[src/afd_pkg.sv]
package afd_pkg;

   localparam int CSR_INDEX_WIDTH = 3;
   localparam int CSR_DATA_WIDTH  = 64;

   typedef enum logic [CSR_INDEX_WIDTH-1:0] {
      CSR_IMPACT_LEVEL_SQ   = 3'd0,
      CSR_RECOVERY_LEVEL_SQ = 3'd1,
      CSR_IMPACT_NEEDED     = 3'd2,
      CSR_RECOVERY_NEEDED   = 3'd3,
      CSR_IMPACT_WINDOW_NS  = 3'd4,
      CSR_COOLDOWN_NS       = 3'd5
   } afd_csr_index_type;

   localparam logic [31:0] IMPACT_LEVEL_SQ_RESET   = 32'd1677721600;
   localparam logic [31:0] RECOVERY_LEVEL_SQ_RESET = 32'd355005891;
   localparam logic [1:0]  IMPACT_NEEDED_RESET     = 2'd2;
   localparam logic [1:0]  RECOVERY_NEEDED_RESET   = 2'd2;
   localparam logic [63:0] IMPACT_WINDOW_NS_RESET  = 64'd2000000000;
   localparam logic [63:0] COOLDOWN_NS_RESET       = 64'd3000000000;

   typedef struct packed {
      logic signed [15:0] accel_x;
      logic signed [15:0] accel_y;
      logic signed [15:0] accel_z;
      logic [63:0]        timestamp_ns;
      logic               read_failed;
   } afd_req_type;

   typedef struct packed {
      logic        fall_detected;
      logic        sample_ok;
      logic [31:0] magnitude_sq;
   } afd_rsp_type;

   typedef struct packed {
      logic [31:0] impact_level_sq;
      logic [31:0] recovery_level_sq;
      logic [1:0]  impact_needed;
      logic [1:0]  recovery_needed;
      logic [63:0] impact_window_ns;
      logic [63:0] cooldown_ns;
   } afd_cfg_type;

   // One sample after classification against the two levels.
   typedef struct packed {
      logic        read_failed;
      logic        above_impact;
      logic        below_recovery;
      logic [31:0] magnitude_sq;
   } afd_class_type;

   // Absolute value of a raw axis; the most negative code maps to 0x8000.
   function automatic logic [15:0] axis_mag(input logic signed [15:0] raw);
      logic [15:0] v;
      v = raw;
      return v[15] ? (~v + 16'd1) : v;
   endfunction

   // A needed count of zero behaves as one.
   function automatic logic [1:0] eff_limit(input logic [1:0] needed);
      return (needed == 2'd0) ? 2'd1 : needed;
   endfunction

endpackage

[src/afd_front.sv]
module afd_front #(
   parameter int TIME_WIDTH = 64
) (
   input  logic                   clock,
   input  logic                   reset,
   input  afd_pkg::afd_cfg_type   cfg,
   input  logic                   req_valid,
   output logic                   req_stall,
   input  afd_pkg::afd_req_type   req_data,
   output logic                   push_valid,
   input  logic                   push_ready,
   output afd_pkg::afd_class_type push_class,
   output logic [TIME_WIDTH-1:0]  push_time
);

   logic                  s1_valid_ff;
   logic                  s1_failed_ff;
   logic [31:0]           sq_x_ff;
   logic [31:0]           sq_y_ff;
   logic [31:0]           sq_z_ff;
   logic [TIME_WIDTH-1:0] time_ff;

   logic [15:0] mag_x_in;
   logic [15:0] mag_y_in;
   logic [15:0] mag_z_in;
   logic        s1_advance;
   logic [31:0] sum;

   assign s1_advance = !s1_valid_ff || push_ready;
   assign req_stall  = !s1_advance;

   assign mag_x_in = afd_pkg::axis_mag(req_data.accel_x);
   assign mag_y_in = afd_pkg::axis_mag(req_data.accel_y);
   assign mag_z_in = afd_pkg::axis_mag(req_data.accel_z);

   always_ff @(posedge clock) begin
      if (reset) begin
         s1_valid_ff <= 1'b0;
      end else if (s1_advance) begin
         s1_valid_ff <= req_valid;
      end
   end

   always_ff @(posedge clock) begin
      if (s1_advance && req_valid) begin
         s1_failed_ff <= req_data.read_failed;
         sq_x_ff      <= 32'(mag_x_in) * 32'(mag_x_in);
         sq_y_ff      <= 32'(mag_y_in) * 32'(mag_y_in);
         sq_z_ff      <= 32'(mag_z_in) * 32'(mag_z_in);
         time_ff      <= req_data.timestamp_ns[TIME_WIDTH-1:0];
      end
   end

   // Three squares of at most 2^30 each cannot overflow 32 bits.
   assign sum = sq_x_ff + sq_y_ff + sq_z_ff;

   always_comb begin
      push_class.read_failed    = s1_failed_ff;
      push_class.above_impact   = sum > cfg.impact_level_sq;
      push_class.below_recovery = sum < cfg.recovery_level_sq;
      push_class.magnitude_sq   = s1_failed_ff ? 32'd0 : sum;
   end

   assign push_valid = s1_valid_ff;
   assign push_time  = time_ff;

endmodule

[src/afd_queue.sv]
module afd_queue #(
   parameter int WIDTH = 8,
   parameter int DEPTH = 4
) (
   input  logic             clock,
   input  logic             reset,
   input  logic             push_valid,
   output logic             push_ready,
   input  logic [WIDTH-1:0] push_data,
   output logic             pop_valid,
   input  logic             pop_ready,
   output logic [WIDTH-1:0] pop_data
);

   localparam int PTR_WIDTH   = (DEPTH > 1) ? $clog2(DEPTH) : 1;
   localparam int COUNT_WIDTH = $clog2(DEPTH + 1);

   logic [WIDTH-1:0]       mem_ff [DEPTH];
   logic [PTR_WIDTH-1:0]   wr_ptr_ff;
   logic [PTR_WIDTH-1:0]   rd_ptr_ff;
   logic [COUNT_WIDTH-1:0] count_ff;

   logic do_push;
   logic do_pop;

   assign push_ready = count_ff != COUNT_WIDTH'(DEPTH);
   assign pop_valid  = count_ff != '0;
   assign pop_data   = mem_ff[rd_ptr_ff];
   assign do_push    = push_valid && push_ready;
   assign do_pop     = pop_valid && pop_ready;

   function automatic logic [PTR_WIDTH-1:0] next_ptr(input logic [PTR_WIDTH-1:0] p);
      return (p == PTR_WIDTH'(DEPTH - 1)) ? '0 : p + 1'b1;
   endfunction

   always_ff @(posedge clock) begin
      if (reset) begin
         wr_ptr_ff <= '0;
         rd_ptr_ff <= '0;
         count_ff  <= '0;
      end else begin
         if (do_push) begin
            wr_ptr_ff <= next_ptr(wr_ptr_ff);
         end
         if (do_pop) begin
            rd_ptr_ff <= next_ptr(rd_ptr_ff);
         end
         if (do_push && !do_pop) begin
            count_ff <= count_ff + 1'b1;
         end else if (do_pop && !do_push) begin
            count_ff <= count_ff - 1'b1;
         end
      end
   end

   always_ff @(posedge clock) begin
      if (do_push) begin
         mem_ff[wr_ptr_ff] <= push_data;
      end
   end

endmodule

[src/afd_back.sv]
module afd_back #(
   parameter int TIME_WIDTH = 64
) (
   input  logic                   clock,
   input  logic                   reset,
   input  afd_pkg::afd_cfg_type   cfg,
   input  logic                   q_valid,
   output logic                   q_pop,
   input  afd_pkg::afd_class_type q_class,
   input  logic [TIME_WIDTH-1:0]  q_time,
   output logic                   rsp_valid,
   input  logic                   rsp_stall,
   output afd_pkg::afd_rsp_type   rsp_data
);

   logic [1:0]            impact_count_ff;
   logic [1:0]            recovery_count_ff;
   logic [TIME_WIDTH-1:0] impact_start_ff;
   logic [TIME_WIDTH-1:0] last_fall_ff;
   logic                  rsp_valid_ff;
   afd_pkg::afd_rsp_type  rsp_ff;

   logic [1:0]            impact_count_in;
   logic [1:0]            recovery_count_in;
   logic [TIME_WIDTH-1:0] impact_start_in;
   logic [TIME_WIDTH-1:0] last_fall_in;
   afd_pkg::afd_rsp_type  rsp_in;

   logic [1:0]            imp_lim;
   logic [1:0]            rec_lim;
   logic [1:0]            rec_bumped;
   logic [1:0]            imp_dec;
   logic [TIME_WIDTH-1:0] since_impact;
   logic [TIME_WIDTH-1:0] since_fall;
   logic                  window_expired;
   logic                  cooldown_done;

   assign q_pop = q_valid && (!rsp_valid_ff || !rsp_stall);

   assign imp_lim      = afd_pkg::eff_limit(cfg.impact_needed);
   assign rec_lim      = afd_pkg::eff_limit(cfg.recovery_needed);
   assign since_impact = q_time - impact_start_ff;
   assign since_fall   = q_time - last_fall_ff;
   assign rec_bumped   = (recovery_count_ff < rec_lim) ? recovery_count_ff + 2'd1
                                                       : recovery_count_ff;
   assign imp_dec      = impact_count_ff - 2'd1;

   assign window_expired = (impact_count_ff != 2'd0) && (impact_start_ff != '0) &&
                           (q_time >= impact_start_ff) &&
                           (64'(since_impact) > cfg.impact_window_ns);
   // A stored fall time of zero means no fall has been reported yet.
   assign cooldown_done  = (last_fall_ff == '0) ||
                           ((q_time >= last_fall_ff) &&
                            (64'(since_fall) >= cfg.cooldown_ns));

   always_comb begin
      impact_count_in      = impact_count_ff;
      recovery_count_in    = recovery_count_ff;
      impact_start_in      = impact_start_ff;
      last_fall_in         = last_fall_ff;
      rsp_in.fall_detected = 1'b0;
      rsp_in.sample_ok     = !q_class.read_failed;
      rsp_in.magnitude_sq  = q_class.magnitude_sq;

      if (q_class.read_failed) begin
         impact_count_in   = 2'd0;
         recovery_count_in = 2'd0;
         impact_start_in   = '0;
      end else if (q_class.above_impact) begin
         if (impact_count_ff == 2'd0) begin
            impact_start_in = q_time;
         end
         if (impact_count_ff < imp_lim) begin
            impact_count_in = impact_count_ff + 2'd1;
         end
         recovery_count_in = 2'd0;
      end else if (window_expired) begin
         impact_count_in   = 2'd0;
         recovery_count_in = 2'd0;
         impact_start_in   = '0;
      end else if ((impact_count_ff >= imp_lim) && q_class.below_recovery) begin
         recovery_count_in = rec_bumped;
         if ((rec_bumped >= rec_lim) && cooldown_done) begin
            rsp_in.fall_detected = 1'b1;
            last_fall_in         = q_time;
            impact_count_in      = 2'd0;
            recovery_count_in    = 2'd0;
            impact_start_in      = '0;
         end
      end else if (!q_class.below_recovery) begin
         recovery_count_in = 2'd0;
         if (impact_count_ff != 2'd0) begin
            impact_count_in = imp_dec;
            if (imp_dec == 2'd0) begin
               impact_start_in = '0;
            end
         end
      end
   end

   always_ff @(posedge clock) begin
      if (reset) begin
         impact_count_ff   <= 2'd0;
         recovery_count_ff <= 2'd0;
         impact_start_ff   <= '0;
         last_fall_ff      <= '0;
         rsp_valid_ff      <= 1'b0;
      end else begin
         if (q_pop) begin
            impact_count_ff   <= impact_count_in;
            recovery_count_ff <= recovery_count_in;
            impact_start_ff   <= impact_start_in;
            last_fall_ff      <= last_fall_in;
            rsp_valid_ff      <= 1'b1;
         end else if (!rsp_stall) begin
            rsp_valid_ff <= 1'b0;
         end
      end
   end

   always_ff @(posedge clock) begin
      if (q_pop) begin
         rsp_ff <= rsp_in;
      end
   end

   assign rsp_valid = rsp_valid_ff;
   assign rsp_data  = rsp_ff;

endmodule

[src/accel_fall_detector.sv]
// Channel  | Ports                                  | Transfer when
// ---------+----------------------------------------+------------------------
// request  | req_valid, req_stall, req_data         | req_valid && !req_stall
// response | rsp_valid, rsp_stall, rsp_data         | rsp_valid && !rsp_stall
// csr      | csr_valid, csr_ready, csr_index/wdata  | csr_valid && csr_ready
//
// One sample per cycle sustained while rsp_stall is low; a request passes the square
// stage, a queue entry and the detector state update into the response register.
// The detector state feeds back on itself, which sets the one-per-cycle rate.
// Reset is synchronous: counters, pending impact and last fall time clear, the
// registers return to their defaults and no response is valid.
// A stalled response backs up into the queue; requests stall only once it is full.
// csr writes are always taken and must only happen while the block is idle.
module accel_fall_detector #(
   parameter int TIME_WIDTH  = 64,
   parameter int QUEUE_DEPTH = 4
) (
   input  logic                                  clock,
   input  logic                                  reset,
   input  logic                                  req_valid,
   output logic                                  req_stall,
   input  afd_pkg::afd_req_type                  req_data,
   output logic                                  rsp_valid,
   input  logic                                  rsp_stall,
   output afd_pkg::afd_rsp_type                  rsp_data,
   input  logic                                  csr_valid,
   output logic                                  csr_ready,
   input  logic [afd_pkg::CSR_INDEX_WIDTH-1:0]   csr_index,
   input  logic [afd_pkg::CSR_DATA_WIDTH-1:0]    csr_wdata
);

   localparam int CLASS_WIDTH = $bits(afd_pkg::afd_class_type);
   localparam int ENTRY_WIDTH = CLASS_WIDTH + TIME_WIDTH;

   afd_pkg::afd_cfg_type   cfg_ff;
   afd_pkg::afd_class_type push_class;
   afd_pkg::afd_class_type pop_class;
   logic [TIME_WIDTH-1:0]  push_time;
   logic [TIME_WIDTH-1:0]  pop_time;
   logic                   push_valid;
   logic                   push_ready;
   logic                   pop_valid;
   logic                   pop_ready;
   logic [ENTRY_WIDTH-1:0] pop_entry;

   assign csr_ready = 1'b1;

   always_ff @(posedge clock) begin
      if (reset) begin
         cfg_ff.impact_level_sq   <= afd_pkg::IMPACT_LEVEL_SQ_RESET;
         cfg_ff.recovery_level_sq <= afd_pkg::RECOVERY_LEVEL_SQ_RESET;
         cfg_ff.impact_needed     <= afd_pkg::IMPACT_NEEDED_RESET;
         cfg_ff.recovery_needed   <= afd_pkg::RECOVERY_NEEDED_RESET;
         cfg_ff.impact_window_ns  <= afd_pkg::IMPACT_WINDOW_NS_RESET;
         cfg_ff.cooldown_ns       <= afd_pkg::COOLDOWN_NS_RESET;
      end else if (csr_valid && csr_ready) begin
         case (afd_pkg::afd_csr_index_type'(csr_index))
            afd_pkg::CSR_IMPACT_LEVEL_SQ: begin
               cfg_ff.impact_level_sq <= csr_wdata[31:0];
            end
            afd_pkg::CSR_RECOVERY_LEVEL_SQ: begin
               cfg_ff.recovery_level_sq <= csr_wdata[31:0];
            end
            afd_pkg::CSR_IMPACT_NEEDED: begin
               cfg_ff.impact_needed <= csr_wdata[1:0];
            end
            afd_pkg::CSR_RECOVERY_NEEDED: begin
               cfg_ff.recovery_needed <= csr_wdata[1:0];
            end
            afd_pkg::CSR_IMPACT_WINDOW_NS: begin
               cfg_ff.impact_window_ns <= csr_wdata;
            end
            afd_pkg::CSR_COOLDOWN_NS: begin
               cfg_ff.cooldown_ns <= csr_wdata;
            end
            default: begin
            end
         endcase
      end
   end

   afd_front #(
      .TIME_WIDTH(TIME_WIDTH)
   ) u_front (
      .clock      (clock),
      .reset      (reset),
      .cfg        (cfg_ff),
      .req_valid  (req_valid),
      .req_stall  (req_stall),
      .req_data   (req_data),
      .push_valid (push_valid),
      .push_ready (push_ready),
      .push_class (push_class),
      .push_time  (push_time)
   );

   afd_queue #(
      .WIDTH(ENTRY_WIDTH),
      .DEPTH(QUEUE_DEPTH)
   ) u_queue (
      .clock      (clock),
      .reset      (reset),
      .push_valid (push_valid),
      .push_ready (push_ready),
      .push_data  ({push_class, push_time}),
      .pop_valid  (pop_valid),
      .pop_ready  (pop_ready),
      .pop_data   (pop_entry)
   );

   assign pop_class = pop_entry[ENTRY_WIDTH-1:TIME_WIDTH];
   assign pop_time  = pop_entry[TIME_WIDTH-1:0];

   afd_back #(
      .TIME_WIDTH(TIME_WIDTH)
   ) u_back (
      .clock     (clock),
      .reset     (reset),
      .cfg       (cfg_ff),
      .q_valid   (pop_valid),
      .q_pop     (pop_ready),
      .q_class   (pop_class),
      .q_time    (pop_time),
      .rsp_valid (rsp_valid),
      .rsp_stall (rsp_stall),
      .rsp_data  (rsp_data)
   );

   // A fall can only be reported on a sample that was read.
   a_fall_needs_sample: assert property (@(posedge clock) disable iff (reset)
      rsp_valid |-> (!rsp_data.fall_detected || rsp_data.sample_ok))
      else $error("fall reported on a failed read");

   // A failed read reports nothing but zeros.
   a_failed_read_zero: assert property (@(posedge clock) disable iff (reset)
      (rsp_valid && !rsp_data.sample_ok) |-> (rsp_data.magnitude_sq == 32'd0))
      else $error("failed read carries a magnitude");

   // The front end keeps its sample while the queue is full.
   a_front_holds: assert property (@(posedge clock) disable iff (reset)
      (push_valid && !push_ready) |=> push_valid)
      else $error("front end dropped a sample while the queue was full");

   // Right after reset nothing is in flight and requests are taken.
   a_reset_empty: assert property (@(posedge clock)
      $past(reset) |-> (!rsp_valid && !req_stall && !pop_valid))
      else $error("pipeline not empty after reset");

endmodule
[config.mk]
export PLATFORM = sky130hd
export DESIGN_NAME = accel_fall_detector
export DESIGN_NICKNAME = d
export VERILOG_FILES = /design/src/afd_pkg.sv /design/src/afd_front.sv /design/src/afd_queue.sv /design/src/afd_back.sv /design/src/accel_fall_detector.sv
export SDC_FILE = /design/constraint.sdc
export NUM_CORES = 2
export LEC_CHECK = 0
export ABC_AREA = 1
export BUFFER_PORTS_ARGS = -buffer_cell sky130_fd_sc_hd__buf_2
export CAP_MARGIN = 10
export CORE_MARGIN = 2
export CORE_UTILIZATION = 40
export CTS_CLUSTER_DIAMETER = 150
export CTS_CLUSTER_SIZE = 14
export DETAILED_ROUTE_END_ITERATION = 10
export HOLD_SLACK_MARGIN = 0.06
export PLACE_DENSITY = 0.6
export SKIP_CTS_REPAIR_TIMING = 1
export SYNTH_ARGS = -nofsm -noshare
export SYNTH_HDL_FRONTEND = slang
export SYNTH_SLANG_ARGS = --single-unit
[constraint.sdc]
create_clock -name clock -period 8 [get_ports clock]
set_clock_uncertainty 0.1 [all_clocks]
set_input_delay 1.2 -clock clock [delete_from_list [all_inputs] [get_ports clock]]
set_output_delay 1.2 -clock clock [all_outputs]
set_load 0.05 [all_outputs]
==> reports/results.ini <==
[place]
dpl.cell_count=11200
post-dp-hpwl_um=169000
place_congestion=0.989
port_buffers=220

[hold_path]
hold_depth=2
hold_end=cfg_ff[113]
worst_hold_path_type=register to register
min_from=cfg_ff[113]

[synthesis]
synth_area_um2=71700
netlist_instances=8416
ys_seq_area_share_pct=34.1
synth.area.top_cells=edfxtp_1 25%, fa_1 15%, ha_1 11%, dfxtp_1 9.5%, inv_1 8.3%
ys_seq_elements=927
synth_edf_count=588
synth_top_area_share_pct=24.6
synth.distinct_cells=59
synth_flop_cell=edfxtp_1
synth_area_per_cell_um2=8.52
ys_async_sr_fraction_pct=0
yosys.area.top_type=edfxtp_1
synth_warnings=0

[layout]
fill_cells=17500
drive_gt1_share_pct=8.43
multi_input_area_um2=40400
area.sequential_um2=24500
area_delta_synth_final_pct=11.7
instances_no_fill=11300
fin_nets=10300

[floorplanning]
die-width_um=427
fp.dieH_um=427
core_um2=178000
die-area_um2=183000
rows=155
pin_count=222
initial_utilization_pct=40.3

[critical_path]
worst-r2r-cell-count=35
worstSetupStartpointType=input port
cp-end-kind=register
cp.required_ns=8.46
crit_arrival_ns=7.86
critPathSlowestCell=fa_1
r2r_setup_slack_ns=0.75
crit_fanout=4
rr_endpoint=u_back.last_fall_ff[29]
max_stage_delay_ns=0.56
crit_top_cell=inv_1
path_class=input port to register

[clocking]
cts.sinks=927
ctsLongestPathBuffers=3
h-tree-depth=3
cts_root_buf=clkbuf_16
cts_buffers=76
clock_latency_ns=0.74
clk_pin_slew_worst_paths_ns=0.07
cts_tree=yes

[sta]
finalCritPeriodShare_pct=92.5
rsz0062_at_grt=no
clock.fmax_ghz=0.135
hold_viol_final=0
drv_slew=0
setup_viol_count_final=0
tightestPinTransition_ns=1.20
slew_headroom_pct=19.8
timing.final.crit_period_ns=7.40

[route]
drt_drc_violations_left=0
via_count=57300
avgRoutedWirePerCell_um=18.5
via_per_inst=5.07
drtAntennaViolNets=0
drt-pass1-iter-count=6
drt_first_iter_violations=3885
routed_wl_um=210000

[run]
drv_cap=0

[status]
run_status=finished, final reports clean

[global_route]
track_usage_pct=22.9
grt_overflow=0
grt_pass1_vias=57100
grt_start_max_net_pins=206
antenna_found_initial=6
grt_pass1_wl_um=324000

[flip-flops by register name (all words and copies together) (netlist names), 2 cells and up, named ones only]
register / count
u_queue.rd_ptr_ff: 2
u_front.sq_y_ff: 31
u_queue.mem_ff: 396
u_front.push_time: 64
u_back.rsp_data: 34
u_back.impact_count_ff: 2
u_queue.wr_ptr_ff: 2
u_back.impact_start_ff: 64
u_queue.count_ff: 3
u_back.recovery_count_ff: 2
u_front.sq_z_ff: 31
cfg_ff: 196
u_back.last_fall_ff: 64
u_front.sq_x_ff: 31
[through the flow]
step	setup WS (ns)	utilization [%]	cell area (µm²)	setup TNS, ns	hold WS [ns]
6_report	0.601	45.0	80100	0	0.362
4_1_cts	0.672	45.0	80100	0	0.364
3_3_place_gp	-0.0447	43.7	77900	-0.0985	0.347
3_5_place_dp	-0.113	43.7	77900	-0.680	0.349
5_1_grt	0.0706	45.0	80100	0	0.377
2_1_floorplan	-0.0111	-	71900	-0.0111	0.329
[layout by cell type (no fill, tap or decap), types with 54 or more instances in the layout]
cell type / netlist / final
o21ai_0: 535 / 535
xnor2_1: 81 / 81
ha_1: 648 / 648
dfxtp_1: 339 / 337
nand2_1: 1289 / 1287
nand4_1: 61 / 61
inv_1: 1592 / 1589
nor3_1: 62 / 62
xor2_1: 166 / 166
a21oi_1: 620 / 620
o22ai_1: 95 / 95
fa_1: 531 / 531
nand3_1: 190 / 190
buf_4: 14 / 356
clkbuf_16: 0 / 77
buf_2: 11 / 220
edfxtp_1: 588 / 588
nor2_1: 1015 / 1007
clkbuf_1: 172 / 54
[synth_stat cells, types with 95 or more instances]
| master | number |
|---|---|
| a21oi_1 | 620 |
| ha_1 | 648 |
| clkbuf_1 | 172 |
| xor2_1 | 166 |
| dfxtp_1 | 339 |
| nand2_1 | 1289 |
| o22ai_1 | 95 |
| o21ai_0 | 535 |
| fa_1 | 531 |
| nor2_1 | 1015 |
| nand3_1 | 190 |
| edfxtp_1 | 588 |
| inv_1 | 1592 |
[cells by family after synthesis]
| kind of cell | after synthesis | synth area share, % |
|---|---|---|
| buf+inv | 1838 | 9.93 |
| xor+xnor | 247 | 3.02 |
| other cells | 2 | 0.0105 |
| fa+ha+maj | 1179 | 26.1 |
| flops | 927 | 34.1 |
| simple gates | 2709 | 15.2 |
| compound gates | 1514 | 11.6 |
[final cells by class]
cell class | count | share of cell area, %
multi-input combinational | 5689 | 50.4
sequential | 927 | 30.5
inverter | 1615 | 7.59
timing repair buffer | 588 | 5.01
tap | 2355 | 3.68
clock buffer | 131 | 2.66
clock inverter | 8 | 0.150
antenna | 1 | 0.00312
[critical path, delay by kind of cell]
family,cells,cell delay (ns)
fa+ha+maj,7,3.32
compound gates,2,0.45
simple gates,13,1.64
xor+xnor,1,0.17
buf+inv,11,1.04
[per-layer routing]
metal  up-vias  wire length (µm)  track usage (%)
met5         -                13                0
met3       249              7850             1.88
met2      1247            107000             41.4
li1      28000                 -                -
met1     27800             88900             29.0
met4         2              5890             6.75
[worst max-delay path by stage]
stage            startpoint             endpoint  slack (ns)  cells after the start
6_report       req_data[97]  u_front.sq_x_ff[21]        0.60                     34
5_1_grt        req_data[66]  u_front.sq_z_ff[25]        0.07                     33
4_1_cts        req_data[97]  u_front.sq_x_ff[21]        0.67                     34
3_5_place_dp   req_data[97]  u_front.sq_x_ff[21]       -0.11                     34
3_3_place_gp   req_data[81]  u_front.sq_y_ff[28]       -0.04                     32
2_1_floorplan  req_data[97]  u_front.sq_x_ff[28]       -0.01                     36
Power is left out: the tool's default activity adds up to more than one toggle a clock period on the data nets, which glitch-free logic cannot reach.
